[config.mk]
export PLATFORM = sky130hd
export DESIGN_NAME = s96au_prep
export DESIGN_NICKNAME = d
export VERILOG_FILES = /design/src/s96au_pkg.sv /design/src/s96au_prep.sv
export SDC_FILE = /design/constraint.sdc
export NUM_CORES = 2
export LEC_CHECK = 0
export BUFFER_PORTS_ARGS = -buffer_cell sky130_fd_sc_hd__buf_2
export CAP_MARGIN = 20
export CORE_MARGIN = 2
export CORE_UTILIZATION = 30
export DETAILED_ROUTE_END_ITERATION = 10
export PLACE_DENSITY = 0.53
export SKIP_CTS_REPAIR_TIMING = 1
export SLEW_MARGIN = 20
export SYNTH_ARGS = -nofsm -noshare
export SYNTH_HDL_FRONTEND = slang
export SYNTH_SLANG_ARGS = --single-unit
[constraint.sdc]
create_clock -name aclk -period 18.2 [get_ports aclk]
set_input_delay 2.73 -clock aclk [delete_from_list [all_inputs] [get_ports aclk]]
set_output_delay 2.73 -clock aclk [all_outputs]
set_load 0.1 [all_outputs]
[src/s96au_pkg.sv]
// ----------------------------------------------------------------------------
// s96au_pkg
// Shared types and command codes for the 96-bit signed arithmetic unit.
// ----------------------------------------------------------------------------
package s96au_pkg;

    // Command codes carried by each item
    typedef enum logic [2:0] {
        CMD_ADD  = 3'd0,
        CMD_SUB  = 3'd1,
        CMD_MUL  = 3'd2,
        CMD_FMUL = 3'd3,
        CMD_SHL  = 3'd4,
        CMD_SHR  = 3'd5
    } cmd_t;

    localparam int unsigned WORD_W = 96;
    localparam int unsigned LIMB_W = 32;
    localparam int unsigned NLIMB  = WORD_W / LIMB_W;
    localparam int unsigned PROD_W = 2 * LIMB_W;

    typedef logic [WORD_W-1:0] word_t;
    typedef logic [LIMB_W-1:0] limb_t;
    typedef logic [PROD_W-1:0] prod_t;

    // Full 3x3 grid of limb products: [i][j] = x limb i times y limb j
    typedef prod_t [NLIMB-1:0][NLIMB-1:0] prod_grid_t;

    // Per-item control that travels alongside the datapath
    typedef struct packed {
        cmd_t cmd;
        logic flip;
    } ctl_t;

endpackage

[src/s96au_prep.sv]
// ----------------------------------------------------------------------------
// s96au_prep
// Operand preparation stage: add, subtract and shifts finish here; the
// multiplier operands (raw, or magnitudes for the fractional multiply) are
// selected and registered.
// ----------------------------------------------------------------------------
module s96au_prep (
    input  logic                aclk,
    input  logic                en,
    input  s96au_pkg::cmd_t     cmd,
    input  s96au_pkg::word_t    a,
    input  s96au_pkg::word_t    b,
    input  logic [7:0]          shamt,
    output s96au_pkg::ctl_t     ctl_reg,
    output s96au_pkg::word_t    x_reg,
    output s96au_pkg::word_t    y_reg,
    output s96au_pkg::word_t    simple_reg
);

    logic             a_neg;
    logic             b_neg;
    s96au_pkg::word_t a_mag;
    s96au_pkg::word_t b_mag;
    s96au_pkg::word_t b_dbl;
    s96au_pkg::ctl_t  ctl_next;
    s96au_pkg::word_t x_next;
    s96au_pkg::word_t y_next;
    s96au_pkg::word_t simple_next;

    // Magnitudes; the most negative value stays as its own pattern
    always_comb begin
        a_neg = a[s96au_pkg::WORD_W-1];
        b_neg = b[s96au_pkg::WORD_W-1];
        a_mag = a_neg ? (~a + s96au_pkg::WORD_W'(1)) : a;
        b_mag = b_neg ? (~b + s96au_pkg::WORD_W'(1)) : b;
        b_dbl = {b_mag[s96au_pkg::WORD_W-2:0], 1'b0};
    end

    // Add, subtract and shifts; shifts of 96 or more fall out as zero
    always_comb begin
        unique case (cmd)
            s96au_pkg::CMD_ADD: simple_next = a + b;
            s96au_pkg::CMD_SUB: simple_next = a - b;
            s96au_pkg::CMD_SHL: simple_next = a << shamt;
            s96au_pkg::CMD_SHR: simple_next = a >> shamt;
            default:            simple_next = '0;
        endcase
    end

    // Multiplier operand select
    always_comb begin
        ctl_next.cmd  = cmd;
        ctl_next.flip = a_neg ^ b_neg;
        if (cmd == s96au_pkg::CMD_FMUL) begin
            x_next = a_mag;
            y_next = b_dbl;
        end else begin
            x_next = a;
            y_next = b;
        end
    end

    always_ff @(posedge aclk) begin
        if (en) begin
            ctl_reg    <= ctl_next;
            x_reg      <= x_next;
            y_reg      <= y_next;
            simple_reg <= simple_next;
        end
    end

endmodule

; ---- After elaboration in Yosys (flattened, before gate mapping)
; Index checks and enable logic that the tools add are counted.
[classes]
addsub = 4
eq_ne = 4
shifts = 2
mux = 5
bitwise = 3
reduce_logical = 1
[ops]
columns = cell, count
row1 = one-hot mux 96 bit (4 select lines), 1
row2 = two-way mux 96 bit, 3
row3 = adder 96 x 1 -> 96 bit (second input constant), 1
row4 = adder 96 bit, 1
row5 = inverter 96 bit, 1
row6 = << shifter 96 x 8 -> 96 bit, 1
row7 = >> shifter 96 x 8 -> 96 bit, 1
row8 = subtractor 96 bit, 1
row9 = adder 95 x 1 -> 95 bit (second input constant), 1
row10 = two-way mux 95 bit, 1
row11 = inverter 95 bit, 1
row12 = == test 3 bit (second input constant), 2
row13 = == test 3 x 1 -> 1 bit (second input constant), 1
row14 = == test 3 x 2 -> 1 bit (second input constant), 1
row15 = zero test 3 bit, 1
row16 = bitwise XOR 1 bit, 1
[word_totals]
register_bits = 292
input_bits = 205
output_inout_bits = 292
elab_cells = 25

; ---- Depth between registers and ports, before layout
[depth]
ltp_word = 4
depth_mapped = 24
depth_no_buf = 24

; ---- Worst setup path before layout
; No wires, ideal clock.
[synth_path]
path_kind = input -> register
start = input port b[2]
end = register simple_reg[88], data pin
setup_ps = 259
arrival_time_ps = 8101
required_ps = 17941
path_slack_ps = 9840
cell_stages = 24
n_path_buf = 3
cell_sequence = buf_2 -> nor4_2 -> nand3_1 -> or4_4 -> or3_1 -> nor2b_1 -> and2_1 -> clkbuf_1 -> nand3_1 -> o31ai_1 -> xor2_1 -> ha_1 -> clkbuf_1 -> inv_1 -> o31ai_1 -> a21oi_1 -> o21bai_1 -> a221o_1 -> a221oi_1 -> o21a_1 -> a2111oi_0 -> nor2_1 -> o2111a_1 -> a211o_1
[synth_between]
elab_chain_len = 2
elab_cells_between_ends = 3
classes_between = 2 x add/sub / 1 x mux
[synth_lines]
columns = element, line
row1 = "start, declared", s96au_prep.sv:12  ; input s96au_pkg::word_t b,
row2 = subtractor 96 bit / adder 96 bit (equally long branches), "s96au_prep.sv:43, s96au_prep.sv:42"
row3 = one-hot mux 96 bit (4 select lines) (*), s96au_prep.sv:41  ; unique case (cmd)
row4 = net simple_next[88], s96au_prep.sv:28  ; s96au_pkg::word_t simple_next;
row5 = "end signal, assigned", s96au_prep.sv:68  ; simple_reg <= simple_next;
row6 = "end, declared", s96au_prep.sv:17  ; output s96au_pkg::word_t simple_reg
; Mark *: on every way through the listed nets, which the timed path passes. The rest lies on a longest branch.
; A chain may end at the register's enable or synchronous reset.

; ---- Worst setup path after layout
[layout_path]
start = input port b[3]
end = register simple_reg[95], data pin
; The elaborated chain is that of the path after synthesis.

==> results.md <==
- HPWL after DPL: 152700 um
- Worst hold path cell count: 3
- Post-synthesis instance area: 36050 um2
- DRC errors left: 0
- Final std cell area, no fill: 40530 um2
- Worst Hold End: y_reg[93]$_DFFE_PP_
- Total detailed-routing wirelength: 194600 um
- Leading cell type in the layout, fill and taps excluded: sky130_fd_sc_hd__nand2_1
- Sequential element share of the synthesized area: 24.32%
- Async SR Flop Fraction: 0%
- Net count reported at finish: 4955
- Most frequent cells in the layout: 686 x sky130_fd_sc_hd__nand2_1, 491 x sky130_fd_sc_hd__buf_2, 484 x sky130_fd_sc_hd__o21ai_0
- Sink Count: 292
- Family with the most delay on the worst path: simple AND/OR/NAND/NOR gates
- Wire length of the first global-routing pass: 269600 um
- Worst-Margin Slew: 1.171 ns
- Number of antenna violations at the first check in global routing: 16
- Library cell occupying the most area in the post-synthesis netlist: sky130_fd_sc_hd__edfxtp_1
- Number of buffer and inverter stages on the critical path: 2
- Class of the most critical hold timing path: in2reg
- Largest stage delay on the critical path: 0.69 ns
- Static power due to leakage: 16.14 nW
- Clock slew at reported path FFs: 0.06 ns
- Worst hold path startpoint: b[93]
- Unrepaired setup endpoints after global routing: false
- Count of pins on the block boundary: 497
- Drt initial violations: 4853
- Antenna viol nets, final: 0
- Arrival time of data at the critical path endpoint: 9.66 ns
- Library cell contributing the largest single delay on the critical path: sky130_fd_sc_hd__nor4_2
- Peak Freq: 108.6 MHz
- Cells after DPL: 6224
- Type of the setup path with the least slack: in2reg
- Post-synth net total: 4805
- Initial core utilization: 30.17%
- Final clock period utilization by the worst path: 50.61%
- Gr ovfl total: 0
- Placed cell area: 39380 um2
- Met2 track demand over resource in global routing: 48.10%
- Core Box Area: 119500 um2
- Worst-case setup slack after placement: 8.516 ns
- Clock tree buffer depth: 3
- Kind of capture point of the worst setup path: flip-flop
- Largest net degree at the start of global routing: 129
- Fin. max-slew vios: 0
- Synthesized area per cell: 8.009 um2
- Cell types occupying the most area after synthesis: sky130_fd_sc_hd__edfxtp_1 24%, sky130_fd_sc_hd__mux4_2 9.0%, sky130_fd_sc_hd__nand2_1 7.2%
- Unique masters post-synth: 92
- H-Tree Level Count: 2
- Number of flops mapped to enable cells by yosys: 292
- TritonCTS clock tree: built
- DR vias/cell: 6.036
- Number of failing setup endpoints in the final timing report: 0
- DR vias: 38010
- Die outline area: 123000 um2
- Met1 Usage GRT: 38.81%
- Syn. warnings: 0
- Fraction of layout instances using a drive strength above 1: 18.75%
- Slew Limit Headroom: 21.12%
- Hold Violations, Final: 0
- Sum of negative setup slack: 0 ns
- Area Overhead vs Synth: 12.42%
- Gate count of the mapped netlist: 4502
- Highest fanout seen on the critical path: 7
- Detail-routed net length per standard cell: 30.90 um
- Register bit total from synthesis: 292
- Peak supply drop: 53.72 uV
- Layer with the highest usage after global routing: met2
- Cell chain of the critical path: buf_2 > nor4_2 > nand3_1 > or4_4 > or2_1 > or4_1 > or3_1 > o31ai_1 > xor2_1 > ha_1 > inv_1 > nor3_1 > o31a_1 > nor3_1 > and3_1 > o21ai_0 > nor4bb_1 > o31ai_1 > o22ai_1 > a2111o_1 > o221ai_1
- Power density over the cells: 79.75 nW/um2
- Synth top area share: 24.32%
- Global routing met3 resource utilization: 5.561%
- Category of the worst setup path launch point: input pin
- Post-layout min period: 9.211 ns
- Most used flip-flop cell after synthesis: sky130_fd_sc_hd__edfxtp_1
- GR Util All Layers: 30.45%
- First drt pass iteration count: 9
- Clk Tree Root Cell: sky130_fd_sc_hd__clkbuf_16
- Max-cap violations: 0
- Port Buf Inserts: 496
- Status: finished, final reports clean
- Number of core rows: 127
- Vias in the first global route: 35400
- Minimum setup slack in the final design: 8.989 ns
- Final GP Congestion: 1.047
- WP data required: 18.64 ns
- Chip Height: 350.7 um
- Number of buffers created by CTS: 37
- Width of the die: 350.7 um
- Count of non-filler cells in the finished layout: 6297
[Yosys cell counts, types with 32 or more instances]
library cell / n
sky130_fd_sc_hd__nand2b_1: 36
sky130_fd_sc_hd__a21o_1: 62
sky130_fd_sc_hd__o31ai_1: 54
sky130_fd_sc_hd__o21ai_0: 484
sky130_fd_sc_hd__mux2_2: 64
sky130_fd_sc_hd__o22ai_1: 61
sky130_fd_sc_hd__a21oi_1: 309
sky130_fd_sc_hd__buf_1: 78
sky130_fd_sc_hd__clkbuf_1: 350
sky130_fd_sc_hd__inv_1: 53
sky130_fd_sc_hd__nand4_1: 32
sky130_fd_sc_hd__edfxtp_1: 292
sky130_fd_sc_hd__mux2i_1: 218
sky130_fd_sc_hd__nor2_1: 414
sky130_fd_sc_hd__a211oi_1: 65
sky130_fd_sc_hd__nand2_1: 688
sky130_fd_sc_hd__o211ai_1: 39
sky130_fd_sc_hd__xor2_1: 232
sky130_fd_sc_hd__nor3_1: 64
sky130_fd_sc_hd__or3_1: 39
sky130_fd_sc_hd__xnor2_1: 126
sky130_fd_sc_hd__nand3_1: 38
sky130_fd_sc_hd__ha_1: 97
sky130_fd_sc_hd__mux4_2: 144
[layout make-up]
| type | instances | area [um2] |
|---|---|---|
| sequential | 292 | 8768 |
| antenna | 7 | 17.52 |
| inverter | 56 | 216.5 |
| clock buffer | 49 | 992.2 |
| tap | 1612 | 2017 |
| timing repair buffer | 557 | 2993 |
| fill | 12910 | 78960 |
| multi-input combinational | 3708 | 25390 |
| clock inverter | 16 | 136.4 |
[cells by family after synthesis]
family	after synthesis	share of synthesized area [%]
and+or+nand+nor	1492	18.46
adders and majority gates	98	3.422
buffers and inverters	502	5.320
muxes	426	17.05
DFF	292	24.32
AOI/OAI and AO/OA	1334	22.73
xor gates and xnor gates	358	8.697
[power by group]
group / switching [W] / leakage (nW) / internal [W]
sequential: 0.0000250 / 2.84 / 0.000823
combinational: 0.00126 / 12.8 / 0.000402
clock: 0.000319 / 0.544 / 0.000400
[how the worst max path moves through the flow]
stage          depth (start not counted)                       end  from  slack (ns)
2_1_floorplan                         24  simple_reg[88]$_DFFE_PP_  b[2]        9.84
3_3_place_gp                          25  simple_reg[89]$_DFFE_PP_  b[0]        8.50
3_5_place_dp                          21  simple_reg[95]$_DFFE_PP_  b[2]        8.52
4_1_cts                               21  simple_reg[95]$_DFFE_PP_  b[3]        9.15
5_1_grt                               24  simple_reg[88]$_DFFE_PP_  b[0]        8.52
6_report                              21  simple_reg[95]$_DFFE_PP_  b[3]        8.99
[layer usage]
| metal | share of wire, % | routed length [um] |
|---|---|---|
| met1 | 40 | 77660 |
| met5 | 0.054 | 105 |
| met4 | 7.0 | 13600 |
| met2 | 45 | 87540 |
| met3 | 8.1 | 15690 |
[stage by stage]
step,hold WS (ns),power (W),utilization (%)
floorplan,2.829,0.002014,-
global placement,3.091,0.002492,32.94
detailed placement,3.090,0.002488,32.96
CTS,2.437,0.003225,33.90
global route,2.484,0.003346,33.90
finish,2.481,0.003232,33.92
Note: power is estimated with default switching activity, not from simulation.
