### config.mk
export PLATFORM = sky130hd
export DESIGN_NAME = s96au_accum
export DESIGN_NICKNAME = d
export VERILOG_FILES = /design/src/s96au_pkg.sv /design/src/s96au_accum.sv
export SDC_FILE = /design/constraint.sdc
export NUM_CORES = 1
export LEC_CHECK = 0
export ABC_CLOCK_PERIOD_IN_PS = 12610
export BUFFER_PORTS_ARGS = -buffer_cell sky130_fd_sc_hd__buf_2
export CORE_AREA = 2 2 261 263
export DETAILED_ROUTE_END_ITERATION = 8
export DIE_AREA = 0 0 263 265
export PLACE_DENSITY_LB_ADDON = 0.3
export SETUP_SLACK_MARGIN = 0.05
export SLEW_MARGIN = 0
export SYNTH_ARGS = -nofsm -noshare
export SYNTH_HDL_FRONTEND = slang
export SYNTH_SLANG_ARGS = --single-unit
### constraint.sdc
create_clock -name aclk -period 12.61 [get_ports aclk]
set_input_delay 1.8915 -clock aclk [delete_from_list [all_inputs] [get_ports aclk]]
set_output_delay 1.8915 -clock aclk [all_outputs]
set_load 0.05 [all_outputs]
### src/s96au_pkg.sv
// ----------------------------------------------------------------------------
// s96au_pkg
// Shared types and command codes for the 96-bit signed arithmetic unit.
// ----------------------------------------------------------------------------
package s96au_pkg;

    // Command codes carried by each item
    typedef enum logic [2:0] {
        CMD_ADD  = 3'd0,
        CMD_SUB  = 3'd1,
        CMD_MUL  = 3'd2,
        CMD_FMUL = 3'd3,
        CMD_SHL  = 3'd4,
        CMD_SHR  = 3'd5
    } cmd_t;

    localparam int unsigned WORD_W = 96;
    localparam int unsigned LIMB_W = 32;
    localparam int unsigned NLIMB  = WORD_W / LIMB_W;
    localparam int unsigned PROD_W = 2 * LIMB_W;

    typedef logic [WORD_W-1:0] word_t;
    typedef logic [LIMB_W-1:0] limb_t;
    typedef logic [PROD_W-1:0] prod_t;

    // Full 3x3 grid of limb products: [i][j] = x limb i times y limb j
    typedef prod_t [NLIMB-1:0][NLIMB-1:0] prod_grid_t;

    // Per-item control that travels alongside the datapath
    typedef struct packed {
        cmd_t cmd;
        logic flip;
    } ctl_t;

endpackage

### src/s96au_accum.sv
// ----------------------------------------------------------------------------
// s96au_accum
// Partial product accumulation over two stages: column sums first, then the
// column carries, giving the wrapped product or the fractional product.
// ----------------------------------------------------------------------------
module s96au_accum (
    input  logic                   aclk,
    input  logic                   en_col,
    input  logic                   en_fin,
    input  s96au_pkg::prod_grid_t  prod,
    input  logic                   is_fmul,
    output s96au_pkg::word_t       prod_res_reg
);

    // Column stage
    logic [63:0] mul_up_next,  mul_up_reg;
    logic [31:0] mul_lo_next,  mul_lo_reg;
    logic [34:0] s_lo_next,    s_lo_reg;
    logic [34:0] s_mid_next,   s_mid_reg;
    logic [63:0] s_hi_next,    s_hi_reg;
    logic [34:0] up_top;

    // Carry stage
    logic [35:0]      s_mid_full;
    logic [63:0]      s_hi_full;
    s96au_pkg::word_t prod_res_next;

    // Wrapped product: low limb plus the two upper columns
    always_comb begin
        up_top = 35'(prod[0][2][31:0]) + 35'(prod[1][1][31:0]) + 35'(prod[2][0][31:0]);
        mul_lo_next = prod[0][0][31:0];
        mul_up_next = {32'd0, prod[0][0][63:32]} + prod[0][1] + prod[1][0]
                    + {up_top[31:0], 32'd0};
    end

    // Fractional product: only the eight upper partial products
    always_comb begin
        s_lo_next  = 35'(prod[0][1][63:32]) + 35'(prod[1][0][63:32])
                   + 35'(prod[0][2][31:0])  + 35'(prod[1][1][31:0])
                   + 35'(prod[2][0][31:0]);
        s_mid_next = 35'(prod[0][2][63:32]) + 35'(prod[1][1][63:32])
                   + 35'(prod[2][0][63:32]) + 35'(prod[1][2][31:0])
                   + 35'(prod[2][1][31:0]);
        s_hi_next  = prod[2][2] + 64'(prod[1][2][63:32]) + 64'(prod[2][1][63:32]);
    end

    // Column carries and product select
    always_comb begin
        s_mid_full = 36'(s_mid_reg) + 36'(s_lo_reg[34:32]);
        s_hi_full  = s_hi_reg + 64'(s_mid_full[35:32]);
        if (is_fmul) begin
            prod_res_next = {s_hi_full, s_mid_full[31:0]};
        end else begin
            prod_res_next = {mul_up_reg, mul_lo_reg};
        end
    end

    always_ff @(posedge aclk) begin
        if (en_col) begin
            mul_up_reg <= mul_up_next;
            mul_lo_reg <= mul_lo_next;
            s_lo_reg   <= s_lo_next;
            s_mid_reg  <= s_mid_next;
            s_hi_reg   <= s_hi_next;
        end
    end

    always_ff @(posedge aclk) begin
        if (en_fin) begin
            prod_res_reg <= prod_res_next;
        end
    end

endmodule

; After elaboration in Yosys (flattened, before gate mapping)
; Index checks and enable logic that the tools add are counted.
[op_classes]
mux = 1
n_addsub = 17
[op_table]
columns = cell, n
row1 = adder 64 x 32 -> 64 bit, 2
row2 = adder 64 bit, 2
row3 = 2-to-1 mux 96 bit, 1
row4 = adder 34 x 32 -> 35 bit, 2
row5 = adder 35 x 32 -> 35 bit, 2
row6 = adder 33 x 32 -> 34 bit, 2
row7 = adder 32 x 32 -> 33 bit, 2
row8 = adder 32 bit, 2
row9 = adder 32 x 64 -> 64 bit, 1
row10 = adder 64 x 4 -> 64 bit, 1
row11 = adder 35 x 3 -> 36 bit, 1
[totals]
register_bits = 326
input_bits = 580
wordCells = 24
out_inout_bits = 96

; Depth between registers and ports, before layout
; Gate-level depths: netlist (run 1).
[depth]
ltp_word = 4
mapped_depth = 26
mapped_depth_nobuf = 26

; Worst setup path before layout (run 1)
; OpenSTA, ideal clock, no wires.
[synth_timing]
path_kind = input to register
start = in prod[129] (netlist name)
end = reg mul_up_reg[62] (data pin)
setup_ps = 271
t_required_ps = 12339
path_buffers = 1
slack_ps = 5393
arrival_ps = 6946
cell_stages = 22
path_cell_list = inv_1 > fa_1 > inv_1 > ha_1 > fa_1 > a21o_1 > a311o_1 > a211o_1 > a31oi_2 > o22ai_1 > a31o_2 > o31ai_2 > o21bai_1 > a21oi_1 > xnor2_1 > fa_1 > ha_1 > clkbuf_1 > a21o_1 > a21o_1 > a2111oi_0 > xnor2_1
[synth_via]
elab_chain_cells = 3
[synth_rtl]
columns = element, line
row1 = start: declaration, s96au_accum.sv:10  ; input s96au_pkg::prod_grid_t prod,
row2 = adder 32 bit (2 in series), s96au_accum.sv:30  ; up_top = 35'(prod[0][2][31:0]) + 35'(prod[1][1][31:0]) + 35'(prod[2][0][31:0]);
row3 = adder 64 bit, s96au_accum.sv:33  ; + {up_top[31:0], 32'd0};
row4 = via mul_up_next[62], s96au_accum.sv:16  ; logic [63:0] mul_up_next, mul_up_reg;
row5 = end signal: assignment, s96au_accum.sv:60  ; mul_up_reg <= mul_up_next;
row6 = end: declaration, s96au_accum.sv:16
; The timed path passes the listed nets, and every way through them passes these cells.
; A chain may end at the register's enable or synchronous reset.

; Worst setup path in the final report (run 1)
; Ends and elaborated chain as after synthesis.

==> flow_summary_export.csv, run 1 <==
group,metric,value,unit
clocking,postCtsHoldBufs,0,
detailed_routing,route.vias.total,21693,
die,start_util,41.54,%
global_route,grtUsageTotal,22.70,%
setup_path,path_class,"primary input to register",
job,max_cap_viol_count,0,
setup_path,cp.arrival,7.64,ns
power_and_ir_drop,power_density,179.1,nW/um^2
global_route,antenna_found_initial,19,
place,dp_slack,4.686,ns
finish,largest_reg_flops,96,
sta,layout_setup_ws,5.221,ns
clocking,cts_resized,0,
yosys,yosys_warnings,0,
global_route,grt_pass1_vias,22362,
die,die_width,263,microns
sta,timing.final.crit_share,58.60,%
global_route,grt_pass1_wl,123200,microns
sta,finalCriticalPeriod,7.389,ns
detailed_routing,drt_wl_total,80250,microns
yosys,ys_ff_latch,294,
finish,fill_cells,6156,
sta,rsz0062_at_grt,"false",
clocking,cts_max_level,2,
clocking,cts_tree,"done",
clocking,cts_setup_buffers,0,
finish,final_util,49.73,%
sta,fin_hold_ws,0.5443,ns
finish,seqCellArea,8828,sq um
finish,multiInputGateArea,18310,sq um
yosys,synth_async_sr_flop_share,0,%
sta,max_clock_freq,0.1353,GHz
finish,syn_to_final_growth,19.72,%
yosys,netlist_area,27750,sq um
setup_path,critPathLaunchType,"primary input",
place,place_area,32090,sq um
yosys,netlist_instances,2512,
finish,final_layout_size_suffix_gt1_share,24.16,%
clocking,clock_sinks,294,
power_and_ir_drop,peakVddDrop,0.06766,mV
detailed_routing,wl_per_cell,19.67,microns
setup_path,cp_cell_sequence,"buf_2 > inv_1 > fa_1 > inv_1 > ha_1 > fa_1 > a21o_1 > a311o_1 > a211o_1 > a31oi_2 > o22ai_1 > a31o_2 > o31ai_2 > o21bai_1 > a21oi_1 > xnor2_1 > fa_1 > ha_1 > a21o_1 > a21o_1 > a2111oi_0 > xnor2_1",
setup_path,critPathRequiredTime,12.86,ns
detailed_routing,firstDrtPassIters,5,
setup_path,slowest_delay,0.57,ns
clocking,cts_buffers,36,
clocking,clk_latency,0.53,ns
sta,slew-limit-headroom,29.06,%
die,ios,676,
place,dp_hpwl,67930,microns
yosys,synth_area_per_cell,11.05,sq um
finish,fin_nets,4281,
die,coreArea,66800,sq um
power_and_ir_drop,p_leak,14.16,nW
setup_path,cp_max_fo,7,
detailed_routing,vias_per_cell,5.317,
detailed_routing,drc,0,
sta,clock_skew,0.01621,ns
hold_path,hold_path_class,"register to register",
place,gp_congestion,0.9463,
sta,fin_setup_tns,0,ns
global_route,grt_max_degree,96,
clocking,cts.path.max_buffers,3,
setup_path,worst_setup_path_end_kind,"register",
die,dieArea,69700,sq um
sta,hold_viol_final,0,
finish,final_cell_mix,"buf_2, fa_1, edfxtp_1",
global_route,globalRouteOverflowTotal,0,
setup_path,cp_slowest_cell,"a2111oi_0",
sta,slew_violations,0,
yosys,synth_fp_nets,3611,
yosys,synth_flop_cell,"edfxtp_1",
yosys,synth-edff-count,294,
yosys,yosysSeqAreaShare,31.82,%
place,port_buffers,675,
clocking,clkTransAtPathRegs,0.06,ns
status,status,"complete, no violations",
detailed_routing,ant_nets,0,
sta,setup_viol,0,
die,rows,95,
die,die_y,265,microns
finish,fin_area,33220,sq um
clocking,root_buffer,"clkbuf_16",
sta,tightest_slew,1.057,ns
detailed_routing,drt-initial-drc-count,1341,
yosys,synth_cell_types,77,
finish,mostFrequentLayoutCell,"buf_2",
==> power by group <==
part	internal [W]	switching [W]	leakage [nW]	total, W
combinational	0.00138	0.00193	10.7	0.00331
clock	0.000596	0.000406	0.552	0.00100
sequential	0.00151	0.000134	2.86	0.00164
==> critical path, delay by kind of cell <==
family                     cells  cell delay, ns
buffers and inverters          3            0.19
AOI/OAI and AO/OA             12            3.25
adders and majority gates      5            2.02
xor gates and xnor gates       2            0.28
==> per-stage QoR <==
step | instances | total power, W
CTS | 4077 | 0.005989
finish | 4080 | 0.005949
global route | 4078 | 0.006421
floorplan | 2512 | 0.004033
detailed placement | 4017 | 0.004945
global placement | 4017 | 0.004916
==> synthesized netlist by cell type, drive strengths merged (15+ instances only) <==
cell	instances	share of area [%]
a211oi	15	0.42
a21o	100	2.7
a21oi	242	4.4
and2	25	0.56
and3	44	0.99
clkbuf	44	0.60
edfxtp	294	32
fa	320	23
ha	199	9.0
inv	113	1.5
nand2	143	1.9
nand2b	26	0.59
nand3	73	1.3
nand4	43	0.97
nor2	219	3.0
nor2b	24	0.54
nor3	34	0.76
o211ai	16	0.45
o21a	21	0.57
o21ai	89	1.6
o21bai	15	0.41
xnor2	152	4.8
xor2	119	3.8
==> logic make-up (layout without fill, tap and decap cells) <==
family / after synthesis / count (layout) / share of synthesized area [%]
AOI/OAI and AO/OA: 580 / 580 / 13.12
xor gates and xnor gates: 271 / 271 / 8.554
adders and majority gates: 519 / 519 / 32.06
buffers and inverters: 161 / 853 / 2.200
DFF: 294 / 294 / 31.82
muxes: 8 / 8 / 0.3202
other: 0 / 3 / 0
and+or+nand+nor: 679 / 679 / 11.94
==> final timing paths <==
| kind | end | start | cells after the start | slack, ns |
|---|---|---|---|---|
| hold reg to reg | prod_res_reg[3] | mul_lo_reg[3] | 1 | 0.54 |
| setup reg to reg | prod_res_reg[93] | s_lo_reg[32] | 22 | 6.85 |
| setup / recovery | mul_up_reg[62] | prod[129] | 22 | 5.22 |
| hold / removal | prod_res_reg[3] | mul_lo_reg[3] | 1 | 0.54 |
==> layout make-up <==
| class | instances | share of cell area (%) |
|---|---|---|
| clock buffers | 40 | 2.821 |
| well taps | 873 | 3.288 |
| repair buffers | 680 | 10.33 |
| multi-input cells | 2057 | 55.11 |
| flip-flops and latches | 294 | 26.57 |
| clock inverters | 20 | 0.5687 |
| inverters | 113 | 1.277 |
| diodes | 3 | 0.02260 |
==> metal layers <==
layer	part of all wire (%)	vias up	GRT usage, %
li1	-	10346	-
met1	41	10493	28.65
met2	50	692	39.45
met3	6.1	136	3.846
met4	3.3	26	7.815
met5	0.23	-	0
(Power assumes the default switching activity.)
==> run 2, diff against run 1 <==
Settings changed: ABC_CLOCK_PERIOD_IN_PS 12610 to 6500.
Clock period 12.61 ns to 6.5 ns, I/O delays scaled along.
==> run 2 against run 1 <==
Effect of this change:
- clock-buffer cell count shrank 7
- critical path depth unchanged
- hold slack better by 0.0043 ns
- die area unchanged
==> flow_summary_export.csv, run 2 (synthesized netlist as in run 1, its figures left out) <==
group,metric,value,unit
global_route,grt_max_degree,103,
setup_path,critPathLaunchType,"primary input",
setup_path,cp.arrival,6.44,ns
finish,syn_to_final_growth,21.16,%
place,dp_hpwl,68000,microns
hold_path,worstHoldStart,"mul_up_reg[4]",
global_route,grt_pass1_vias,22517,
global_route,grtUsageTotal,22.63,%
sta,slew_violations,0,
die,coreArea,66800,sq um
detailed_routing,vias_per_cell,5.273,
hold_path,hold_path_class,"register to register",
die,dieArea,69700,sq um
clocking,cts_buffers,31,
sta,layout_setup_ws,0.3578,ns
power_and_ir_drop,p_leak,14.42,nW
clocking,cts_resized,0,
sta,setup_viol,0,
global_route,antenna_found_initial,18,
die,die_width,263,microns
die,die_y,265,microns
sta,hold_viol_final,0,
clocking,clock_sinks,294,
place,place_area,32560,sq um
detailed_routing,drt_wl_total,79910,microns
sta,rsz0062_at_grt,"true",
setup_path,rr_endpoint,"prod_res_reg[93]",
clocking,clk_latency,0.57,ns
setup_path,r2r_setup_slack,0.91,ns
place,gp_congestion,0.9557,
sta,tightest_slew,0.8928,ns
clocking,postCtsHoldBufs,0,
status,status,"complete, no violations",
setup_path,path_class,"primary input to register",
place,port_buffers,675,
die,start_util,41.54,%
die,ios,676,
finish,mostFrequentLayoutCell,"buf_2",
clocking,cts_setup_buffers,0,
global_route,grt_pass1_wl,123300,microns
place,dp_slack,-0.3357,ns
detailed_routing,drt-initial-drc-count,1149,
sta,slew-limit-headroom,40.31,%
sta,timing.final.crit_share,94.50,%
setup_path,crit_end,"mul_up_reg[62]",
detailed_routing,drc,0,
setup_path,critPathRequiredTime,6.80,ns
clocking,cts_max_level,1,
finish,largest_reg_flops,96,
job,max_cap_viol_count,0,
power_and_ir_drop,power_density,349.6,nW/um^2
detailed_routing,route.vias.total,21836,
finish,final_cell_mix,"buf_2, fa_1, edfxtp_1",
global_route,globalRouteOverflowTotal,0,
setup_path,r2r_cells,23,
setup_path,cp_max_fo,4,
setup_path,cp-startpoint,"prod[129]",
clocking,root_buffer,"clkbuf_16",
sta,clock_skew,0.01169,ns
finish,fin_nets,4335,
finish,fin_area,33620,sq um
sta,max_clock_freq,0.1628,GHz
detailed_routing,wl_per_cell,19.30,microns
power_and_ir_drop,peakVddDrop,0.1830,mV
detailed_routing,firstDrtPassIters,6,
setup_path,r2r-start,"s_lo_reg[32]",
setup_path,worst_setup_path_end_kind,"register",
finish,final_layout_size_suffix_gt1_share,25.41,%
die,rows,95,
clocking,cts.path.max_buffers,3,
finish,fill_cells,6124,
sta,finalCriticalPeriod,6.142,ns
sta,fin_hold_ws,0.5486,ns
clocking,clkTransAtPathRegs,0.06,ns
clocking,cts_tree,"done",
detailed_routing,ant_nets,0,
run 2: cell types whose count changed in the layout (fill, tap and decap cells not counted), moves of 2 or more:
cell / change
buf_4: +57
buf_12: +2
clkinv_2: +3
diode_2: +7
clkbuf_16: -6
bufinv_16: +3
clkinv_4: -3
run 2: metrics by stage:
stage	std cells	total power [W]	TNS (ns)	util, %
2_1_floorplan	2512	0.007824	0	-
3_3_place_gp	4076	0.009844	-1.323	48.74
3_5_place_dp	4076	0.009906	-1.568	48.74
4_1_cts	4131	0.01182	0	50.29
5_1_grt	4134	0.01271	0	50.30
6_report	4141	0.01175	0	50.33
run 2: critical path, stage by stage:
cell,delay (ns)
buf_2,0.09
inv_1,0.05
fa_1,0.52
inv_1,0.04
ha_1,0.22
fa_1,0.43
a21o_1,0.22
a311o_1,0.35
a211o_1,0.31
a31oi_2,0.21
o22ai_1,0.21
a31o_2,0.31
o31ai_2,0.29
o21bai_1,0.10
a21oi_1,0.19
xnor2_1,0.17
fa_1,0.46
ha_1,0.34
a21o_1,0.16
a21o_1,0.17
a2111oi_1,0.50
xnor2_1,0.11
run 2: cell type report:
class / count / area, sq um / share of cell area, %
multi-input combinational: 2057 / 18310 / 54.46
inverter: 113 / 424.2 / 1.262
timing repair buffer: 739 / 3901 / 11.60
antenna: 10 / 25.02 / 0.07443
clock buffer: 33 / 783.3 / 2.330
sequential: 294 / 8828 / 26.26
clock inverter: 22 / 255.2 / 0.7592
tap: 873 / 1092 / 3.249
run 2: power breakdown:
part           internal (W)  switching [W]
clock               0.00110       0.000753
combinational       0.00294        0.00378
sequential          0.00292       0.000264
total               0.00696        0.00479
run 2: routing by layer:
metal	share of wire [%]	track usage, %	vias to the layer above
met5	0.15	0	-
met4	3.9	8.371	16
met3	6.4	3.827	152
met2	49	38.80	692
met1	41	28.77	10512
li1	-	-	10464
run 2: worst min path at each step:
stage | cells past startpoint | end | slack (ns)
2_1_floorplan | 1 | prod_res_reg[0] | 0.52
3_3_place_gp | 1 | prod_res_reg[0] | 0.53
3_5_place_dp | 1 | prod_res_reg[36] | 0.54
4_1_cts | 1 | mul_lo_reg[3] | 0.54
5_1_grt | 1 | mul_lo_reg[17] | 0.56
6_report | 1 | prod_res_reg[36] | 0.55
